**src/rtl/core/cit_pkg.sv**
```systemverilog
// cit_pkg: shared constants and types for the counted item table.
// No dependencies; imported by counted_item_table_unit.
`default_nettype none
package cit_pkg;

   localparam int DEPTH_DEFAULT = 32;

   localparam int KEY_W = 8;
   localparam int AMT_W = 8;
   localparam int QTY_W = 7;
   localparam int CAP_W = 6;
   localparam int USED_W = 6;

   localparam logic [QTY_W-1:0] QTY_MAX = 7'd99;
   localparam logic [CAP_W-1:0] CAP_RESET = 6'd32;

   // Command codes; the unused code behaves as a query.
   localparam logic [1:0] CMD_ADD = 2'd0;
   localparam logic [1:0] CMD_REMOVE = 2'd1;
   localparam logic [1:0] CMD_QUERY = 2'd2;

   // Status codes
   localparam logic [1:0] ST_OK = 2'd0;
   localparam logic [1:0] ST_FULL = 2'd1;
   localparam logic [1:0] ST_NOT_FOUND = 2'd2;

   typedef struct packed {
      logic [KEY_W-1:0] key;
      logic [QTY_W-1:0] count;
   } entry_type;

endpackage
`default_nettype wire

```
**src/rtl/core/counted_item_table_unit.sv**
```systemverilog
// counted_item_table_unit: ordered (item id, quantity) table in one RAM.
// Depends on cit_pkg (constants, entry_type).
`default_nettype none
// Usage: pulse start with a command while busy is low. The unit scans the
// table in one single-port-read RAM, reading and then comparing each entry
// in turn until a hit or the last stored entry. A remove that deletes an
// entry then moves each later entry down one slot, reading it and then
// writing it. Exactly one result beat follows each command: rsp_valid is
// high for one cycle and the result must be captured then, since the
// receiver cannot hold it off. busy falls on the same cycle the result
// beat appears, so the next command may start while that beat is on the
// ports. The user must write capacity only while the unit is idle; the
// unit itself does not enforce this. Values above DEPTH act as DEPTH, and
// lowering capacity below the current count keeps existing entries.
module counted_item_table_unit
   import cit_pkg::*;
#(
   parameter int DEPTH = DEPTH_DEFAULT
) (
   input  wire                    clock,
   input  wire                    reset,
   // command beat
   input  wire                    start,
   output logic                   busy,
   input  wire  [1:0]             req_command,
   input  wire  [KEY_W-1:0]       req_item_key,
   input  wire  [AMT_W-1:0]       req_amount,
   // result beat
   output logic                   rsp_valid,
   output logic [1:0]             rsp_status,
   output logic [QTY_W-1:0]       rsp_quantity,
   output logic [USED_W-1:0]      rsp_entries_used,
   // capacity register
   input  wire                    csr_wr_en,
   input  wire  [CAP_W-1:0]       csr_wr_data
);

   localparam int AW = (DEPTH > 1) ? $clog2(DEPTH) : 1;   // RAM address
   localparam int CW = $clog2(DEPTH + 1);                  // entry count
   localparam int XW = (CW > CAP_W) ? CW : CAP_W;          // compare width

   typedef enum logic [2:0] {
      S_IDLE,
      S_SRCH_RD,
      S_SRCH_CMP,
      S_MISS,
      S_SHF_RD,
      S_SHF_WR
   } state_type;

   state_type        state_ff;
   logic [CAP_W-1:0] cap_ff;
   logic [CW-1:0]    total_ff;
   logic [CW-1:0]    idx_ff;
   logic [1:0]       cmd_ff;
   logic [KEY_W-1:0] key_ff;
   logic [AMT_W-1:0] amt_ff;

   // table RAM, one write and one registered read per cycle
   entry_type        mem [DEPTH];
   entry_type        rd_data_ff;
   logic [AW-1:0]    rd_addr;
   logic             mem_we;
   logic [AW-1:0]    mem_waddr;
   entry_type        mem_wdata;

   // datapath
   logic [CW-1:0]    idx_nxt;
   logic             hit;
   logic             last;
   logic             full;
   logic [8:0]       sum;
   logic [QTY_W-1:0] sum_sat;
   logic [QTY_W-1:0] amt_sat;
   logic             rem_keeps;
   logic [QTY_W-1:0] rem_diff;
   logic             shf_more;
   logic [XW-1:0]    cap_eff;

   assign busy = (state_ff != S_IDLE);

   assign idx_nxt   = idx_ff + 1'b1;
   assign hit       = (rd_data_ff.key == key_ff);
   assign last      = (idx_nxt == total_ff);
   assign sum       = 9'(rd_data_ff.count) + 9'(amt_ff);
   assign sum_sat   = (sum > 9'(QTY_MAX)) ? QTY_MAX : sum[QTY_W-1:0];
   assign amt_sat   = (amt_ff > AMT_W'(QTY_MAX)) ? QTY_MAX : amt_ff[QTY_W-1:0];
   assign rem_keeps = ({1'b0, rd_data_ff.count} > amt_ff);
   assign rem_diff  = rd_data_ff.count - amt_ff[QTY_W-1:0];
   // after moving entry idx+1 into idx, is there still an entry above idx+1 to pull down
   assign shf_more  = (({1'b0, idx_nxt} + 1'b1) < {1'b0, total_ff});

   // effective capacity is min(capacity, DEPTH)
   assign cap_eff = (XW'(cap_ff) > XW'(DEPTH)) ? XW'(DEPTH) : XW'(cap_ff);
   assign full    = (XW'(total_ff) >= cap_eff);

   // RAM control
   always_comb begin
      rd_addr   = (state_ff == S_SHF_RD) ? idx_nxt[AW-1:0] : idx_ff[AW-1:0];
      mem_we    = 1'b0;
      mem_waddr = idx_ff[AW-1:0];
      mem_wdata = '{key: key_ff, count: sum_sat};
      case (state_ff)
         S_SRCH_CMP: begin
            if (hit) begin
               if (cmd_ff == CMD_ADD) begin
                  mem_we = 1'b1;
               end else if (cmd_ff == CMD_REMOVE && rem_keeps) begin
                  mem_we          = 1'b1;
                  mem_wdata.count = rem_diff;
               end
            end
         end
         S_MISS: begin
            if (cmd_ff == CMD_ADD && !full) begin
               mem_we    = 1'b1;
               mem_waddr = total_ff[AW-1:0];
               mem_wdata = '{key: key_ff, count: amt_sat};
            end
         end
         S_SHF_WR: begin
            mem_we    = 1'b1;
            mem_wdata = rd_data_ff;
         end
         default: begin
         end
      endcase
   end

   always_ff @(posedge clock) begin
      if (mem_we) begin
         mem[mem_waddr] <= mem_wdata;
      end
      rd_data_ff <= mem[rd_addr];
   end

   // capacity register
   always_ff @(posedge clock) begin
      if (reset) begin
         cap_ff <= CAP_RESET;
      end else if (csr_wr_en) begin
         cap_ff <= csr_wr_data;
      end
   end

   // sequencer and result beat
   always_ff @(posedge clock) begin
      if (reset) begin
         state_ff         <= S_IDLE;
         total_ff         <= '0;
         idx_ff           <= '0;
         rsp_valid        <= 1'b0;
         rsp_status       <= ST_OK;
         rsp_quantity     <= '0;
         rsp_entries_used <= '0;
         cmd_ff           <= CMD_QUERY;
         key_ff           <= '0;
         amt_ff           <= '0;
      end else begin
         rsp_valid <= 1'b0;
         unique case (state_ff)
            S_IDLE: begin
               if (start) begin
                  cmd_ff   <= req_command;
                  key_ff   <= req_item_key;
                  amt_ff   <= req_amount;
                  idx_ff   <= '0;
                  state_ff <= (total_ff == '0) ? S_MISS : S_SRCH_RD;
               end
            end
            S_SRCH_RD: begin
               state_ff <= S_SRCH_CMP;
            end
            S_SRCH_CMP: begin
               if (hit) begin
                  case (cmd_ff)
                     CMD_ADD: begin
                        rsp_valid        <= 1'b1;
                        rsp_status       <= ST_OK;
                        rsp_quantity     <= sum_sat;
                        rsp_entries_used <= USED_W'(total_ff);
                        state_ff         <= S_IDLE;
                     end
                     CMD_REMOVE: begin
                        if (rem_keeps) begin
                           rsp_valid        <= 1'b1;
                           rsp_status       <= ST_OK;
                           rsp_quantity     <= rem_diff;
                           rsp_entries_used <= USED_W'(total_ff);
                           state_ff         <= S_IDLE;
                        end else if (!last) begin
                           state_ff <= S_SHF_RD;   // compact from idx upward
                        end else begin
                           // deleting the tail entry, nothing to move
                           total_ff         <= total_ff - 1'b1;
                           rsp_valid        <= 1'b1;
                           rsp_status       <= ST_OK;
                           rsp_quantity     <= '0;
                           rsp_entries_used <= USED_W'(total_ff - 1'b1);
                           state_ff         <= S_IDLE;
                        end
                     end
                     default: begin   // query
                        rsp_valid        <= 1'b1;
                        rsp_status       <= ST_OK;
                        rsp_quantity     <= rd_data_ff.count;
                        rsp_entries_used <= USED_W'(total_ff);
                        state_ff         <= S_IDLE;
                     end
                  endcase
               end else if (last) begin
                  state_ff <= S_MISS;
               end else begin
                  idx_ff   <= idx_nxt;
                  state_ff <= S_SRCH_RD;
               end
            end
            S_MISS: begin
               rsp_valid    <= 1'b1;
               rsp_quantity <= '0;
               rsp_status   <= ST_OK;
               rsp_entries_used <= USED_W'(total_ff);
               case (cmd_ff)
                  CMD_ADD: begin
                     if (full) begin
                        rsp_status <= ST_FULL;
                     end else begin
                        total_ff         <= total_ff + 1'b1;
                        rsp_quantity     <= amt_sat;
                        rsp_entries_used <= USED_W'(total_ff + 1'b1);
                     end
                  end
                  CMD_REMOVE: begin
                     rsp_status <= ST_NOT_FOUND;
                  end
                  default: begin
                  end
               endcase
               state_ff <= S_IDLE;
            end
            S_SHF_RD: begin
               state_ff <= S_SHF_WR;
            end
            S_SHF_WR: begin
               idx_ff <= idx_nxt;
               if (shf_more) begin
                  state_ff <= S_SHF_RD;
               end else begin
                  total_ff         <= total_ff - 1'b1;
                  rsp_valid        <= 1'b1;
                  rsp_status       <= ST_OK;
                  rsp_quantity     <= '0;
                  rsp_entries_used <= USED_W'(total_ff - 1'b1);
                  state_ff         <= S_IDLE;
               end
            end
            default: begin
               state_ff <= S_IDLE;
            end
         endcase
      end
   end

endmodule
`default_nettype wire
```
**config.mk**
```make
export PLATFORM = sky130hd
export DESIGN_NAME = counted_item_table_unit
export DESIGN_NICKNAME = d
export VERILOG_FILES = /design/src/rtl/core/cit_pkg.sv /design/src/rtl/core/counted_item_table_unit.sv
export SDC_FILE = /design/constraint.sdc
export NUM_CORES = 1
export LEC_CHECK = 0
export BUFFER_PORTS_ARGS = -buffer_cell sky130_fd_sc_hd__buf_4
export CORE_ASPECT_RATIO = 0.75
export CORE_MARGIN = 2
export CORE_UTILIZATION = 60
export DETAILED_ROUTE_END_ITERATION = 10
export PLACE_DENSITY = 0.77
export RECOVER_POWER = 25
export SLEW_MARGIN = 20
export SYNTH_ARGS = -nofsm -noshare
export SYNTH_HDL_FRONTEND = slang
export SYNTH_SLANG_ARGS = --single-unit
```
**constraint.sdc**
```tcl
create_clock -name clock -period 8 [get_ports clock]
set_clock_uncertainty 0.15 [all_clocks]
set_input_delay 1.2 -clock clock [delete_from_list [all_inputs] [get_ports clock]]
set_output_delay 1.2 -clock clock [all_outputs]
set_load 0.005 [all_outputs]
```
==> flow_summary.rst <==
.. list-table::
   :header-rows: 1

   * - Metric
     - Value
   * - Status
     - finished with violations
   * - Failing checks
     - max-capacitance violations, max-slew violations
   * - Area enclosed by the die boundary
     - 41,160 µm²
   * - Family with the most delay on the worst path
     - simple AND/OR/NAND/NOR gates
   * - Post-cts gate resize count
     - 0
   * - Sum of routed wire length over all layers
     - 60.75 mm
   * - Number of enable flip-flop cells after synthesis
     - 480
   * - Syn. warnings
     - 0
   * - Launching element type of the critical path
     - flop
   * - Worst Path Buf+Inv
     - 1
   * - Origin of the worst setup path
     - total_ff[0]
   * - Detailed-placement wirelength estimate
     - 37.94 mm
   * - Xor/xnor cell area share of the yosys netlist
     - 1.456%
   * - Share of flip-flops with an asynchronous set or reset
     - 0%
   * - Mapped Cells
     - 1,546
   * - Signed area change from the synthesized netlist to the final layout
     - 12.11%
   * - Area of the core region
     - 39,260 µm²
   * - Number of top-level pins
     - 45
   * - Ratio of cells with drive above 1 in the final layout
     - 20.63%
   * - First-pass GRT wire length
     - 90.43 mm
   * - Fin util
     - 67.74%
   * - First-iteration detailed-routing DRC count
     - 2,123
   * - Number of nets with antenna violations after routing
     - 0
   * - PortBufs
     - 44
   * - Initial Util
     - 60.43%
   * - Largest family of logic cells by synthesized area
     - multiplexers
   * - Max capacitance violation total
     - 8
   * - Post-layout minimum cycle time
     - 4.608 ns
   * - Number of rows in the core area
     - 63
   * - Delay of the slowest cell on the worst path
     - 0.80 ns
   * - Multiplexer fraction of the synthesized cell area
     - 12.38%
   * - Worst ir drop on vdd
     - 0.2973 mV
   * - Share of synthesized cell area in full adder, half adder and majority cells
     - 1.804%
   * - Library cell occupying the most area in the post-synthesis netlist
     - edfxtp_1
   * - Crit Reg-Reg Startpoint
     - total_ff[0]
   * - Leak
     - 9.072 nW
   * - Slew at the pin closest to its max-slew limit
     - 2.488 ns
   * - Routed vias
     - 14,580
   * - Initial antenna violation count
     - 2
   * - Remaining Overflow, GRT
     - 0
   * - Pwr/cell area
     - 317.0 nW/µm²
   * - Clock latency on the worst-skew pair
     - 0.59 ns
   * - Worst slew margin
     - -65.87%
   * - Post-cts hold buffer count
     - 0
   * - Synthesized cell area
     - 23,720 µm²
   * - Setup repair bufs after CTS
     - 0
   * - Layout net count
     - 1,668
   * - Compound-cell area share of the yosys netlist
     - 6.393%
   * - Nets in the synthesized netlist
     - 1,607
   * - Total clock buffers created by CTS
     - 51
   * - Diode count
     - 0
   * - Fillers
     - 2,544
   * - Met3 Wirelength
     - 7.972 mm
   * - Timing-limited maximum frequency
     - 0.2170 GHz
   * - Worst reg-to-reg path cell count
     - 9
   * - Maximum number of buffers from clock root to sink
     - 3
   * - Arrival time reported for the critical path endpoint
     - 4.67 ns
   * - Cells taking the most area after synthesis
     - edfxtp_1 (61%), mux4_2 (11%), dfxtp_1 (5.9%)
   * - Post-synthesis register bit count
     - 550
   * - Type of the most critical hold path
     - flop to flop
   * - Buffer cell driving the clock tree root
     - clkbuf_16
   * - Unrepaired setup endpoints after global routing
     - no
   * - Total track usage
     - 30.24%
   * - Overall power of the completed layout
     - 8.430 mW
   * - Met1 layer wirelength in the final routing
     - 25.41 mm
   * - Die outline height
     - 176.2 µm
   * - Simple-Gate Fraction of Synth Area
     - 9.120%
   * - Number of pins with negative max-slew slack in the final report
     - 282
   * - Ratio of final minimum period to clock period
     - 57.59%
   * - CTS tree
     - yes
   * - Clock transition at path regs
     - 0.07 ns
   * - Worst-path fanout max
     - 15
   * - Met2 Routed Length
     - 26.00 mm
   * - Largest net degree at the start of global routing
     - 121
   * - Hold Slack
     - 0.3227 ns
   * - Wirelength per Cell
     - 28.02 µm
   * - Cell-by-cell trace of the critical path
     - inv_1 -> ha_1 -> nand2b_1 -> a31oi_1 -> o21a_1 -> a21oi_1 -> o32ai_1 -> nand2_1 -> nor3_4
   * - Main flop type after synthesis
     - edfxtp_1
   * - Slowest stage cell, crit path
     - nor3_4
   * - Detailed-route DRC error count
     - 0
   * - Count of endpoints failing hold in the final timing report
     - 0
   * - Highest signal layer in the routed design
     - met5
   * - Worst setup EP type
     - flop
   * - Required time of the critical path
     - 8.07 ns
   * - Vias per Instance
     - 6.726
   * - Synthesized area per cell
     - 15.34 µm²
   * - Total iterations of the first detailed-routing run
     - 5
   * - Setup TNS Final
     - 0 ns
   * - Global placement routability congestion
     - 0.9250
   * - Number of stages on the worst setup path
     - 9
   * - Worst flop-to-flop path endpoint
     - mem[20][0]
   * - Unique masters post-synth
     - 80
   * - Horiz. Die Dim
     - 233.6 µm
   * - Reg-to-reg setup timing slack
     - 3.39 ns
   * - Number of endpoints failing setup at the final stage
     - 0
   * - Seq/Total Area, Yosys
     - 66.67%
   * - Top-area cell type share of the netlist area
     - 60.77%
   * - End point of the critical path
     - mem[20][0]
   * - Clock sink total
     - 550
   * - Start-to-end type of the worst setup path
     - flop to flop
   * - Number of levels in the clock H-tree
     - 2
   * - Via count of the first global-routing pass
     - 14,060
-- report_power, final --
part           leakage, nW  switching, mW  internal [mW]
registers             4.96          0.121           3.74
logic                 3.35           1.54          0.659
clock network        0.764           1.08           1.29
-- sequential cells by signal, indices dropped and copies added, names as in the netlist --
name / flops
cap_ff: 6
rsp_status: 2
rsp_valid: 1
total_ff: 6
rsp_entries_used: 6
idx_ff: 6
amt_ff: 8
mem: 480
state_ff: 3
cmd_ff: 2
rd_data_ff: 15
rsp_quantity: 7
key_ff: 8
-- worst register-to-register path, cell delays in order, from the launching register on --
cell and delay, ns:
dfxtp_1 0.52, inv_1 0.22, ha_1 0.33, nand2b_1 0.15, a31oi_1 0.24, o21a_1 0.37
a21oi_1 0.23, o32ai_1 0.66, nand2_1 0.57, nor3_4 0.80
-- through the flow --
step                      cell area (µm²)  instances  setup slack [ns]
after global placement              24920       2074             3.483
after CTS                           26600       2168             3.267
final                               26590       2168             3.392
after global routing                26590       2168             3.177
after floorplan                     23720       1546             3.925
after detailed placement            25000       2074             3.299
-- layout by cell type (no fill, tap or decap), types with 8 or more instances in the layout --
master	count
nand2_1	193
nor3_1	29
xnor2_1	20
dfxtp_1	70
a21oi_1	45
a32oi_1	18
or3_1	8
and3_1	26
nor3_2	18
clkbuf_16	51
mux4_2	120
buf_4	67
nand3_1	49
nor2_1	70
ha_1	31
nor3_4	14
xor2_1	12
inv_1	30
o21ai_0	20
clkbuf_4	15
o211ai_1	9
nor2b_1	10
clkinv_1	10
edfxtp_1	480
mux2i_1	20
clkbuf_1	23
-- per-layer routing --
layer / vias to the layer above / global-route usage, %
li1: 6200 / -
met1: 7367 / 47.19
met2: 906 / 41.85
met3: 108 / 9.286
met4: 2 / 7.516
met5: - / 0
-- kinds of logic (layout without fill, tap and decap cells) --
family                   count (synthesis)  after routing
AO/OA/AOI/OAI                          204            204
XOR/XNOR                                37             37
adder cells (fa/ha/maj)                 33             33
buffers and inverters                  117            219
flip-flops                             550            550
multiplexers                           143            143
AND/OR/NAND/NOR                        462            462
-- synth_stat cells, types with 9 or more instances --
master	n
dfxtp_1	70
and3_1	26
o211ai_1	9
mux2i_1	20
a21oi_1	46
nor3_1	61
nand3_1	49
a32oi_1	18
clkbuf_1	41
nor2_1	70
edfxtp_1	480
o21ai_0	21
ha_1	31
xnor2_1	22
nand2_1	194
inv_1	30
nor2b_1	10
xor2_1	13
buf_4	10
buf_2	31
mux4_2	120
-- area by class of cell --
| class | instances | area, µm² | area share (%) |
|---|---|---|---|
| clock buffer | 65 | 1329 | 4.997 |
| timing repair buffer | 93 | 689.4 | 2.593 |
| clock inverter | 29 | 277.8 | 1.045 |
| sequential | 550 | 15820 | 59.47 |
| tap | 520 | 650.6 | 2.447 |
| inverter | 32 | 120.1 | 0.4517 |
| multi-input combinational | 879 | 7710 | 28.99 |
-- worst min path at each step --
stage | start | end | slack, ns | cells past startpoint
global placement | rsp_entries_used[4] | rsp_entries_used[4] | 0.31 | 2
CTS | rsp_quantity[1] | rsp_quantity[1] | 0.32 | 2
global route | rsp_quantity[1] | rsp_quantity[1] | 0.34 | 2
detailed placement | rsp_quantity[1] | rsp_quantity[1] | 0.32 | 2
finish | rsp_quantity[1] | rsp_quantity[1] | 0.32 | 2
floorplan | cap_ff[0] | cap_ff[0] | 0.30 | 2
Power figures use the tool's default switching activity.
